[config.mk]
export PLATFORM = sky130hd
export DESIGN_NAME = hlb_joypad
export DESIGN_NICKNAME = d
export VERILOG_FILES = /design/src/hlb_pkg.sv /design/src/hlb_joypad.sv
export SDC_FILE = /design/constraint.sdc
export NUM_CORES = 1
export LEC_CHECK = 0
export BUFFER_PORTS_ARGS = -buffer_cell sky130_fd_sc_hd__buf_2
export CELL_PAD_IN_SITES_DETAIL_PLACEMENT = 0
export CELL_PAD_IN_SITES_GLOBAL_PLACEMENT = 1
export CORE_UTILIZATION = 24
export DETAILED_ROUTE_END_ITERATION = 6
export PLACE_DENSITY = 0.83
export SETUP_SLACK_MARGIN = 0.02
export SLEW_MARGIN = 20
export SYNTH_ARGS = -nofsm -noshare
export SYNTH_HDL_FRONTEND = slang
export SYNTH_SLANG_ARGS = --single-unit
[constraint.sdc]
create_clock -name vclk -period 3.3
set_clock_uncertainty 0.2 [all_clocks]
set_input_delay 0.495 -clock vclk [all_inputs]
set_output_delay 0.495 -clock vclk [all_outputs]
set_load 0.05 [all_outputs]
[src/hlb_pkg.sv]
`timescale 1ns / 1ps
// ----------------------------------------------------------------------------
// hlb_pkg
// Shared types, codes and constants of the handheld link bridge controller.
// ----------------------------------------------------------------------------
package hlb_pkg;

    localparam int QUEUE_DEPTH = 64;
    localparam int FIFO_AW     = (QUEUE_DEPTH > 1) ? $clog2(QUEUE_DEPTH) : 1;
    localparam int FIFO_CW     = $clog2(QUEUE_DEPTH + 1);

    localparam int LB_DEPTH    = 1024;
    localparam int LB_AW       = 10;

    localparam logic [2:0] REQ_LINE   = 3'd0;
    localparam logic [2:0] REQ_FRAME  = 3'd1;
    localparam logic [2:0] REQ_PIXEL  = 3'd2;
    localparam logic [2:0] REQ_JOYPAD = 3'd3;
    localparam logic [2:0] REQ_READ   = 3'd4;
    localparam logic [2:0] REQ_WRITE  = 3'd5;

    localparam logic [22:0] READ_MASK  = 23'h40ffff;
    localparam logic [22:0] CMD_MASK   = 23'h40fff0;
    localparam logic [22:0] RA_LINE    = 23'h006000;
    localparam logic [22:0] RA_CMDRDY  = 23'h006002;
    localparam logic [22:0] RA_REV     = 23'h00600f;
    localparam logic [22:0] RA_CMD     = 23'h007000;
    localparam logic [22:0] RA_VRAM    = 23'h007800;
    localparam logic [15:0] WA_BANK    = 16'h6001;
    localparam logic [15:0] WA_CTRL    = 16'h6003;
    localparam logic [15:0] WA_PAD_LO  = 16'h6004;
    localparam logic [15:0] WA_PAD_HI  = 16'h6007;
    localparam logic [7:0]  REVISION   = 8'h21;
    localparam logic [7:0]  PIX_LIMIT  = 8'd160;

    typedef logic [15:0][7:0] t_bytes16;
    typedef logic [3:0][7:0]  t_pads;

    typedef struct packed {
        logic       lk_joyp;
        logic       lk_pulse;
        logic       lk_strobe;
        logic       lk_packet;
        logic [1:0] pad_index;
        logic [3:0] byte_index;
        logic [2:0] bit_index;
        logic [7:0] shift_byte;
    } t_joy_state;

    typedef struct packed {
        t_joy_state state;
        logic [3:0] nibble;
        logic       asm_we;
        logic [3:0] asm_idx;
        logic [7:0] asm_byte;
        logic       push;
    } t_joy_res;

    localparam t_joy_state JOY_RESET = '{lk_joyp: 1'b1, lk_pulse: 1'b1, lk_strobe: 1'b0,
                                         lk_packet: 1'b0, pad_index: 2'd0,
                                         byte_index: 4'd0, bit_index: 3'd0,
                                         shift_byte: 8'd0};

endpackage

[src/hlb_joypad.sv]
`timescale 1ns / 1ps
// ----------------------------------------------------------------------------
// hlb_joypad
// Joypad select decoder: pad multiplexing, returned nibble and the
// pulse/bit-coded command packet deserializer.
// ----------------------------------------------------------------------------
module hlb_joypad import hlb_pkg::*; (
    input  t_joy_state  i_state,
    input  t_pads       i_pads,
    input  logic [1:0]  i_player_mode,
    input  logic        i_p14,
    input  logic        i_p15,
    output t_joy_res    o_res
);

    always_comb begin
        t_joy_state s;
        logic [7:0] pad;
        logic [3:0] nib;
        logic       done;
        s    = i_state;
        done = 1'b0;
        o_res.asm_we   = 1'b0;
        o_res.asm_idx  = i_state.byte_index;
        o_res.asm_byte = 8'd0;
        o_res.push     = 1'b0;

        if (i_p14 && i_p15 && !s.lk_joyp) begin
            s.lk_joyp = 1'b1;
            s.pad_index = s.pad_index + 2'd1;
            if (i_player_mode == 2'd0) begin
                s.pad_index = 2'd0;
            end else if (i_player_mode == 2'd1) begin
                s.pad_index[1] = 1'b0;
            end
        end
        pad = i_pads[s.pad_index];
        nib = 4'hf;
        if (i_p14 && i_p15) begin
            nib = 4'hf - {2'd0, s.pad_index};
        end
        if (!i_p14) begin
            nib = nib & pad[3:0];
        end
        if (!i_p15) begin
            nib = nib & pad[7:4];
        end
        if (i_p14 && !i_p15) begin
            s.lk_joyp = !s.lk_joyp;
        end

        if (!i_p14 && !i_p15) begin
            s.lk_pulse   = 1'b0;
            s.byte_index = 4'd0;
            s.bit_index  = 3'd0;
            s.lk_strobe  = 1'b1;
            s.lk_packet  = 1'b0;
            done = 1'b1;
        end else if (s.lk_pulse) begin
            done = 1'b1;
        end else if (i_p14 && i_p15) begin
            s.lk_strobe = 1'b0;
            done = 1'b1;
        end

        if (!done) begin
            if (s.lk_strobe) begin
                s.lk_packet  = 1'b0;
                s.lk_pulse   = 1'b1;
                s.bit_index  = 3'd0;
                s.byte_index = 4'd0;
            end
            s.lk_strobe = 1'b1;
            if (s.lk_packet) begin
                if (!i_p14 && i_p15) begin
                    o_res.push  = 1'b1;
                    s.lk_packet = 1'b0;
                    s.lk_pulse  = 1'b1;
                end
            end else begin
                s.shift_byte = {!i_p15, s.shift_byte[7:1]};
                s.bit_index  = s.bit_index + 3'd1;
                if (s.bit_index == 3'd0) begin
                    o_res.asm_we   = 1'b1;
                    o_res.asm_idx  = s.byte_index;
                    o_res.asm_byte = s.shift_byte;
                    s.byte_index   = s.byte_index + 4'd1;
                    if (s.byte_index == 4'd0) begin
                        s.lk_packet = 1'b1;
                    end
                end
            end
        end

        o_res.state  = s;
        o_res.nibble = nib;
    end

endmodule

==> run metrics <==
Final setup viols=0; Mapped Cells=146; syn_nets=205; first-pass GRT wire length=5547 um; Max Fclk=316.3 MHz; Sw Share=0.6484; largest net degree at the start of global routing=21; DP HPWL=3009 um; share of power burned in registers=0; final WL=3595 um; crit-path max FO=4; Seq/Total Area, Yosys=0; Leakage Power=0.8845 nW; Vias per Instance=4.719; Worst-Margin Slew=629.9 ps; layout cell share with drive strength beyond 1=0.5551; Mean Syn Cell Area=6.907 um2; DRC=0; Final period util=0.9580; initial DRC count=74; Yosys warnings=0; IO Pins=96; nets@finish=306; Clock buffer cells=0; Die H=66.82 um; Worst Path Arrival=2470 ps; CP Capture Type=output pin; pins over their slew limit=0; number of global-route vias before repair=1246; Gate power share=1.000; status=finished, final reports clean; Yosys top cell by area=mux2_2; Hold Crit Endpoint=o_res[38]; post-route minimum period=3161 ps; Synth top cells by count=14 x nand2_1, 12 x o21ai_0, 11 x nor2b_1; DIE WIDTH=66.82 um; Avg WL per Cell=12.19 um; switching pwr=0.0002063 W; peak supply drop=0.00007137 V; Seq. cell area=0 um2; Clk pwr share=0; Ant. Diodes=0; Area growth, synth to finish=63.65%; hold path depth=3; Synth Cell Area=1008 um2; Max Cap Violations=0; top post-synthesis cells by area=mux2_2 8.9%, nor2b_1 6.8%, o21ai_0 6.0%, and3_1 5.6%, nand2_1 5.2%; global route overflow=0; # placed instances=295; # rows=23; DR pass1 iterations=4; Final Hold Viols=0; WP data required=2600 ps; Synth cell types=45; CP Cell Sequence=buf_6, nor2_4, o22ai_2, and2_1, ha_2, ha_2, and4b_1, and3_4, mux2_4, a211oi_4, buf_6; Yosys top cell area share=0.08933; area of placed instances=1619 um2; gr usage total=0.1532; post-route design area=1650 um2; crit path kind=input pin to output pin; Tightest Hold Check Type=input pin to output pin; Non-Filler Instances=295; internal power=0.0001119 W; Vias=1392; Layout fillers=461; multi-input logic area=957.2 um2; initial core utilization=0.2503; worst relative slew slack=0.5800; count leader, synth=nand2_1; core area=4029 um2; CP max stage cell=mux2_4; remaining antenna violation count=0; sequential cell count=0; initial antenna violation count=0; Die ar.=4465 um2; startpoint class of the critical path=input pin; unrepaired setup endpoints after global routing=false; Power Dens Cells=192.8 nW/um2; PortBufs=96; Worst Hold Slack=1141 ps; CP peak stage delay=310 ps; Hold Crit Start=i_state[20]; Final Wtd Congestion=0.7632
[area by class of cell]
type                            instances  area share
Multi-Input combinational cell        129      0.5800
Tap cell                               50     0.03791
Inverter                                5     0.01137
Timing Repair Buffer                  111      0.3707
[cells in the final DEF, fill, tap and decap left out, types with 2 or more instances in the layout]
| master | Yosys | routed |
|---|---|---|
| buf_2 | 2 | 93 |
| buf_4 | 0 | 15 |
| nand2_1 | 14 | 13 |
| o21ai_0 | 12 | 12 |
| nor2b_1 | 11 | 11 |
| nor2_1 | 9 | 9 |
| a21oi_1 | 9 | 9 |
| and3_1 | 9 | 8 |
| mux2_2 | 8 | 8 |
| nor3_1 | 6 | 6 |
| and2_1 | 5 | 5 |
| inv_1 | 4 | 4 |
| mux2i_1 | 4 | 4 |
| a221oi_1 | 4 | 4 |
| a22o_1 | 3 | 3 |
| mux2_4 | 2 | 3 |
| buf_6 | 4 | 3 |
| a31oi_1 | 2 | 2 |
| mux2_1 | 3 | 2 |
| a22oi_2 | 2 | 2 |
| ha_2 | 0 | 2 |
[worst max-delay path, delay by kind of cell]
family	cells	cell delay, ps
buffers and inverters	2	280
adders and majority gates	2	340
muxes	1	310
and+or+nand+nor	4	620
AOI/OAI and AO/OA	2	420
[per-stage QoR]
stage / utilization / power [W] / setup TNS, ps / worst slack, ps
after detailed placement: 0.4019 / 0.0003147 / -21.04 / -21.04
after floorplan: - / 0.0002244 / -72.12 / -71.85
after global placement: 0.4019 / 0.0003141 / 0 / 67.85
after CTS: 0.4025 / 0.0003160 / 0 / 37.47
final: 0.4096 / 0.0003182 / 0 / 138.7
after global routing: 0.4096 / 0.0003412 / 0 / 35.84
[power groups by stage]
| stage | Combinational [W] | Clock [W] | Sequential [W] |
|---|---|---|---|
| 6_report | 0.000318 | 0 | 0 |
| 5_1_grt | 0.000341 | 0 | 0 |
| 3_5_place_dp | 0.000315 | 0 | 0 |
| 2_1_floorplan | 0.000224 | 0 | 0 |
| 3_3_place_gp | 0.000314 | 0 | 0 |
| 4_1_cts | 0.000316 | 0 | 0 |
[routing by layer]
metal,share of wire,vias to the layer above,GRT usage,wire (um)
met5,0,-,0,0
li1,-,733,-,-
met1,0.48,636,0.2101,1733
met3,0.025,0,0.001712,89
met4,0,0,0,0
met2,0.49,23,0.2803,1772
[logic make-up after synthesis]
group,Yosys count,share of synthesized area
muxes,18,0.2060
and+or+nand+nor,65,0.3772
xor gates and xnor gates,2,0.01737
adders and majority gates,2,0.02481
AOI/OAI and AO/OA,42,0.2792
buffers and inverters,17,0.09552
[repair_timing]
action / CTS / global route
setup endpoints to repair: 1 / 2
gates resized for setup: 1 / 11
setup buffers: 0 / 0
pin swaps: 0 / 4
hold buffers: 0 / 0
[worst max-delay path by stage]
stage | start | end | slack (ps) | depth (start not counted)
after global routing | i_p14 | o_res[32] | 40 | 11
after detailed placement | i_p14 | o_res[32] | -20 | 11
after floorplan | i_p15 | o_res[32] | -70 | 10
after CTS | i_p14 | o_res[32] | 40 | 11
after global placement | i_p15 | o_res[32] | 70 | 11
final | i_p15 | o_res[32] | 140 | 11
(Power assumes the default switching activity.)
