### src/hlb_ram.sv
`timescale 1ns / 1ps
// ----------------------------------------------------------------------------
// hlb_ram
// Simple dual-port synchronous RAM, one write port and one registered read port.
// ----------------------------------------------------------------------------
module hlb_ram #(
    parameter int WIDTH = 8,
    parameter int DEPTH = 16
) (
    input  logic                                       i_clk,
    input  logic                                       i_we,
    input  logic [((DEPTH > 1) ? $clog2(DEPTH) : 1)-1:0] i_waddr,
    input  logic [WIDTH-1:0]                           i_wdata,
    input  logic                                       i_re,
    input  logic [((DEPTH > 1) ? $clog2(DEPTH) : 1)-1:0] i_raddr,
    output logic [WIDTH-1:0]                           o_rdata
);

    logic [WIDTH-1:0] r_mem [DEPTH];
    logic [WIDTH-1:0] r_rdata;

    always_ff @(posedge i_clk) begin
        if (i_we) begin
            r_mem[i_waddr] <= i_wdata;
        end
        if (i_re) begin
            r_rdata <= r_mem[i_raddr];
        end
    end

    assign o_rdata = r_rdata;

endmodule

### config.mk
export PLATFORM = sky130hd
export DESIGN_NAME = hlb_ram
export DESIGN_NICKNAME = d
export VERILOG_FILES = /design/src/hlb_ram.sv
export SDC_FILE = /design/constraint.sdc
export NUM_CORES = 1
export LEC_CHECK = 0
export CORE_AREA = 10 10 101 103
export DETAILED_ROUTE_END_ITERATION = 10
export DIE_AREA = 0 0 111 113
export DONT_BUFFER_PORTS = 1
export GPL_TIMING_DRIVEN = 0
export PLACE_DENSITY_LB_ADDON = 0.05
export SLEW_MARGIN = 20
export SYNTH_ARGS = -nofsm -noshare
export SYNTH_HDL_FRONTEND = slang
export SYNTH_SLANG_ARGS = --single-unit
### constraint.sdc
create_clock -name i_clk -period 4.95 [get_ports i_clk]
set_input_delay 0.495 -clock i_clk [delete_from_list [all_inputs] [get_ports i_clk]]
set_output_delay 0.495 -clock i_clk [all_outputs]
set_load 0.01 [all_outputs]
==> results.ini, run 1 <==
[timing]
clock_skew_ns = 0.00700
worst_pin_slew_ns = 0.863
slew_viol_final = 0
max_freq_mhz = 616
finalCriticalPeriod_ns = 1.62
finalCritPeriodShare = 0.328
finalSetupViolations = 0
rsz0062_at_grt = no
hold_viol = 0
timing.final.ws_setup_ns = 3.33
relSlewSlack = 0.423
tns_ns = 0

[place]
finalWeightedCongestion = 0.827
io_buffers = 0
dp_slack_ns = 2.84
hpwl_microns = 6630

[power]
powerDensity_nw_per_um2 = 443
peakVddDrop_mv = 0.312
leakage_uw = 0.00194

[worst_setup_path]
critPathRequiredTime_ns = 5.20
critPathKind = input pin to register
arrival_ns = 1.88
crit_path_max_incr_delay_ns = 0.58
crit_family = multiplexers
cp_slowest_cell = mux4_2
cp.depth = 5
worstPathCellList = buf_6 -> buf_4 -> mux4_2 -> a22oi_1 -> nand2_1
worstPathMaxFanout = 10
startpoint_type = input pin
crit_buf_inv = 2
reg2reg_depth = 3
end_kind = register

[synthesis]
yosysSeqAreaShare = 0.781
syn-num-nets = 248
ys_warn_count = 0
ys_ff_latch = 136
synthCells = 229
postSynthAreaPerCell_sq_um = 22.8
synth.distinct_cells = 18
synth_area_sq_um = 5230

[clocking]
cts_tree = done
cts_max_level = 4
clock_sinks = 136
hold_buffers = 0
cts_buffers = 17
clock_path_buffers = 2
clk_latency_ns = 0.51
post_cts_buffers = 0
cts-root-buf = clkbuf_8
cts_resized = 0
clk_pin_slew_ns = 0.06

[routing]
via_per_inst = 6.82
ant_nets = 0
firstDrtPassIters = 5
vias = 2495
wire_per_inst_microns = 28.9
drt_iter0_drc = 148
drc = 0
wl_microns = 10600

[global_route]
grtUsageTotal = 0.171
antenna_found_initial = 0
grt_pass1_wl_microns = 15700
grt_pass1_vias = 2570
grt_max_degree = 17
grt_overflow = 0

[layout]
antenna_cells = 0
fin_nets = 267
num-fill-cells = 424
area_growth_syn_to_layout_pct = 14.2
drive_above_1_share = 0.241

[die]
rows = 33
core_sq_um = 8130
dieArea_sq_um = 12500
ios = 27
initial_core_util = 0.643
die_w_microns = 111
die_h_microns = 113

[worst_hold_path]
hold_path_class = input pin to register
min_path_cells = 0

[status]
outcome = completed

[job]
cap_violations = 0

[registers in the layout, indices dropped and copies added (netlist names)]
signal / cells
r_mem: 128
o_rdata: 8
[cell usage in the layout (no fill, tap or decap), types with 3 or more instances in the layout]
| master | instances |
|---|---|
| edfxtp_1 | 136 |
| mux4_2 | 18 |
| a22oi_1 | 16 |
| clkbuf_16 | 16 |
| mux4_1 | 14 |
| nor2_1 | 13 |
| nand2_1 | 9 |
| nor3_2 | 4 |
| buf_6 | 3 |
| buf_2 | 3 |
| clkdlybuf4s25_2 | 3 |
| bufinv_16 | 3 |
| clkinvlp_4 | 3 |
| clkinv_4 | 3 |
| inv_6 | 3 |
[metrics by stage]
| stage | instances | area (sq um) | util | power [uW] | hold slack (ns) |
|---|---|---|---|---|---|
| 2_1_floorplan | 229 | 5230 | - | 1390 | 0.594 |
| 5_1_grt | 366 | 5970 | 0.734 | 2720 | 0.0487 |
| 6_report | 366 | 5970 | 0.734 | 2650 | 0.0715 |
| 3_3_place_gp | 334 | 5360 | 0.659 | 1420 | 0.595 |
| 3_5_place_dp | 334 | 5370 | 0.660 | 1420 | 0.595 |
| 4_1_cts | 366 | 5960 | 0.733 | 2660 | 0.0512 |
[report_power, final]
part / switching [uW] / leakage, uW / total (uW) / internal [uW]
clock: 473 / 0.000279 / 1250 / 773
sequential: 10.9 / 0.00124 / 1310 / 1300
combinational: 48.2 / 0.000423 / 90.0 / 41.9
[cell usage after synthesis, drive strengths merged]
master	count	area, sq um
edfxtp	136	4080
mux4	32	773
a22oi	16	120
nor2	13	48.8
nand2	9	33.8
buf	7	56.3
nor3	4	20.0
clkdlybuf4s25	3	30.0
nand2b	2	12.5
nand3b	2	15.0
and2	1	6.26
and2b	1	7.51
nand3	1	5.00
nor2b	1	6.26
or3b	1	8.76
[layer usage]
metal | vias to the layer above | global-route usage | part of all wire
met1 | 1315 | 0.205 | 0.39
met4 | 2 | 0.0703 | 0.018
li1 | 1027 | - | -
met5 | - | 0.0314 | 0.0045
met3 | 14 | 0.0623 | 0.074
met2 | 137 | 0.273 | 0.51
[cell families after synthesis]
group | synth area share
simple gates | 0.0314
buf+inv | 0.0165
flops | 0.781
compound gates | 0.0230
mux | 0.148
[worst paths after layout]
| kind | from | end | slack [ns] |
|---|---|---|---|
| worst max-delay path | i_raddr[0] | o_rdata[0] | 3.33 |
| worst min-delay path | i_wdata[0] | r_mem[6][0] | 0.07 |
| worst max register to register | r_mem[15][0] | o_rdata[0] | 3.37 |
| worst min register to register | r_mem[1][2] | o_rdata[2] | 0.79 |
[cell type report]
cell class	instances	area, sq um	share of cell area
sequential	136	4080	0.684
multi-input combinational	83	1080	0.180
clock buffer	19	422	0.0706
clock inverter	13	170	0.0285
tap	105	131	0.0220
buffer	10	86.3	0.0145
Note: power is estimated with default switching activity, not from simulation.
==> run 2, diff against run 1 <==
--- a/config.mk
+++ b/config.mk
@@ -5,9 +5,9 @@
 export SDC_FILE = /design/constraint.sdc
 export NUM_CORES = 1
 export LEC_CHECK = 0
-export CORE_AREA = 10 10 101 103
+export CORE_AREA = 10 10 108 110
 export DETAILED_ROUTE_END_ITERATION = 10
-export DIE_AREA = 0 0 111 113
+export DIE_AREA = 0 0 118 120
 export DONT_BUFFER_PORTS = 1
 export GPL_TIMING_DRIVEN = 0
 export PLACE_DENSITY_LB_ADDON = 0.05
==> constraint.sdc (replaced) <==
create_clock -name i_clk -period 1.38 [get_ports i_clk]
set_input_delay 0.138 -clock i_clk [delete_from_list [all_inputs] [get_ports i_clk]]
set_output_delay 0.138 -clock i_clk [all_outputs]
set_load 0.01 [all_outputs]
==> run 2 against run 1 <==
  * The flow now finishes with violations (negative setup slack)
  * Core utilization decreased by 9.6 points
  * Via count is 5.2% lower
  * Combinational power grew to 4.8 times the previous value
  * Final cell count rose by 11%
  * Clock-buffer cell count unchanged
  * Setup slack got worse by 3.4 ns
  * Sequential share of layout area shrank 1.4 points
  * Critical path depth down 2
  * Non-clock buffer count rose by 11
  * Register-to-register slack lost 3.5 ns
  * Die area increased by 13%
  * Critical path type is now register to register
==> results.ini, run 2 (same netlist as run 1, synthesis figures left out) <==
[timing]
max_freq_mhz = 678
finalSetupViolations = 8  ; +8
timing.final.ws_setup_ns = -0.0957  ; -3.42 ns
relSlewSlack = 0.466  ; +0.0431
clock_skew_ns = 0.00538  ; -0.00162 ns
hold_viol = 0  ; unchanged
finalCriticalPeriod_ns = 1.48
worst_pin_slew_ns = 0.798  ; -0.0644 ns
finalCritPeriodShare = 1.07
slew_viol_final = 0  ; unchanged
rsz0062_at_grt = yes

[worst_setup_path]
r2r-start = r_mem[2][2]
critPathRequiredTime_ns = 1.65  ; -3.55 ns
reg2reg_setup_slack_ns = -0.1  ; -3.47 ns
crit_buf_inv = 0  ; -2
critPathKind = register to register
crit_path_max_incr_delay_ns = 0.50  ; -0.08 ns
end_kind = register
reg2reg_depth = 3  ; unchanged
worstPathCellList = mux4_2 -> a22oi_2 -> nand2_1
cp_slowest_cell = mux4_2
worstPathMaxFanout = 1  ; -9
r2r_end = o_rdata[2]
crit_family = multiplexers
arrival_ns = 1.75  ; -0.13 ns
startpoint_type = register

[layout]
regMostFlops = r_mem
num-fill-cells = 677  ; +60%
mostFrequentLayoutCells = 136 x edfxtp_1, 28 x mux4_2, 16 x clkbuf_16
fin_cells = 405  ; +11%
fin_nets = 278  ; +4.1%
largest_reg_flops = 128  ; unchanged
register_area_sq_um = 4080  ; unchanged
drive_above_1_share = 0.272  ; +0.0307
multi_input_area_sq_um = 1080  ; +0.23%
antenna_cells = 0  ; unchanged
area_growth_syn_to_layout_pct = 16.6
layout_commonest_cell = edfxtp_1

[die]
die_h_microns = 120  ; +6.2%
dieArea_sq_um = 14200  ; +13%
die_w_microns = 118  ; +6.3%
ios = 27  ; unchanged
rows = 36  ; +9.1%
core_sq_um = 9550  ; +17%
initial_core_util = 0.547  ; -0.0952

[routing]
wl_microns = 9950  ; -6.0%
via_per_inst = 5.84  ; -14%
vias = 2366  ; -5.2%
drt_iter0_drc = 198  ; +34%
drc = 0  ; unchanged
firstDrtPassIters = 4  ; -1
ant_nets = 0  ; unchanged
wire_per_inst_microns = 24.6  ; -15%

[power]
leakage_uw = 0.00194  ; +0.20%
netSwitchingPower_uw = 1810  ; +240%
seqPwrFrac = 0.502  ; +0.007
p_comb_frac = 0.046  ; +0.012
peakVddDrop_mv = 1.03  ; +230%
p_sw_frac = 0.194  ; -0.00726
power_uw = 9360  ; +250%
powerDensity_nw_per_um2 = 1540  ; +250%
power.internal_uw = 7540  ; +260%
clockPowerShare = 0.452  ; -0.019

[place]
io_buffers = 0  ; unchanged
hpwl_microns = 6460  ; -2.6%
dp.cells = 362  ; +8.4%
finalWeightedCongestion = 0.782  ; -5.4%

[global_route]
grt_overflow = 0  ; unchanged
antenna_found_initial = 0  ; unchanged
grt_max_degree = 17  ; unchanged
grtUsageTotal = 0.149  ; -0.0221
grt_pass1_wl_microns = 15000  ; -4.3%
grt_pass1_vias = 2499  ; -2.8%

[status]
violations = negative setup slack
outcome = finished, violations left

[clocking]
clock_sinks = 136  ; unchanged
clk_latency_ns = 0.53  ; +0.02 ns
clk_pin_slew_ns = 0.06  ; about the same
cts_buffers = 17  ; unchanged
cts-root-buf = clkbuf_8
cts_max_level = 4  ; unchanged
cts_tree = done
clock_path_buffers = 2  ; unchanged

[worst_hold_path]
min-delay-start = i_waddr[3]
whs_endpoint = r_mem[0][0]
min_path_cells = 2  ; +2
hold_path_class = input pin to register

[job]
cap_violations = 0  ; unchanged

==> run 2: worst max-delay path by stage <==
stage                            from           to  slack (ns)  cells after the start
final                     r_mem[2][2]   o_rdata[2]        -0.1                      3
after global routing      r_mem[2][2]   o_rdata[2]       -0.14                      3
after CTS                 r_mem[2][2]   o_rdata[2]       -0.11                      3
after detailed placement   i_raddr[0]   o_rdata[2]       -0.35                      5
after global placement     i_waddr[2]  r_mem[8][1]       -0.35                      2
after floorplan            i_raddr[0]   o_rdata[1]       -0.02                      5
==> run 2: stage by stage <==
stage                     area (sq um)  hold slack, ns  TNS, ns  utilization  worst slack, ns
after floorplan                   5240           0.237   -0.739            -          -0.0248
after global placement            5410           0.238   -17.04        0.566           -0.350
after detailed placement          5420           0.238   -12.90        0.568           -0.349
after CTS                         6090          0.0404   -0.633        0.637           -0.112
after global routing              6090          0.0699   -0.761        0.638           -0.139
final                             6090          0.0707   -0.461        0.638          -0.0957
==> run 2: power groups by stage <==
stage          sequential (uW)  combinational [uW]  clock (uW)
2_1_floorplan             4770                 240           0
3_3_place_gp              4770                 313           0
3_5_place_dp              4780                 318           0
4_1_cts                   4700                 428        4280
5_1_grt                   4700                 462        4490
6_report                  4700                 428        4230
==> run 2: timing repair <==
| item | 4_1_cts | 5_1_grt |
|---|---|---|
| buffers inserted | 0 | 0 |
| hold endpoints to repair | 168 | 0 |
| gates resized for setup | 12 | 5 |
| pin swaps | 7 | 10 |
| hold buffers | 11 | 0 |
| endpoints found under the setup margin | 8 | 8 |
==> run 2: area by class of cell <==
cell class              instances  area share
multi-input cells              83       0.177
well taps                     133      0.0273
clock inverters                13      0.0222
flip-flops and latches        136       0.670
plain buffers                  10      0.0160
clock buffers                  19      0.0692
repair buffers                 11      0.0181
==> run 2: routing by layer <==
layer	wire (microns)	track usage	share of wire	up-vias
met5	0	0	0	-
met4	255	0.0788	0.026	0
met3	636	0.0464	0.064	20
met2	5030	0.237	0.51	88
met1	4020	0.180	0.40	1223
li1	-	-	-	1035
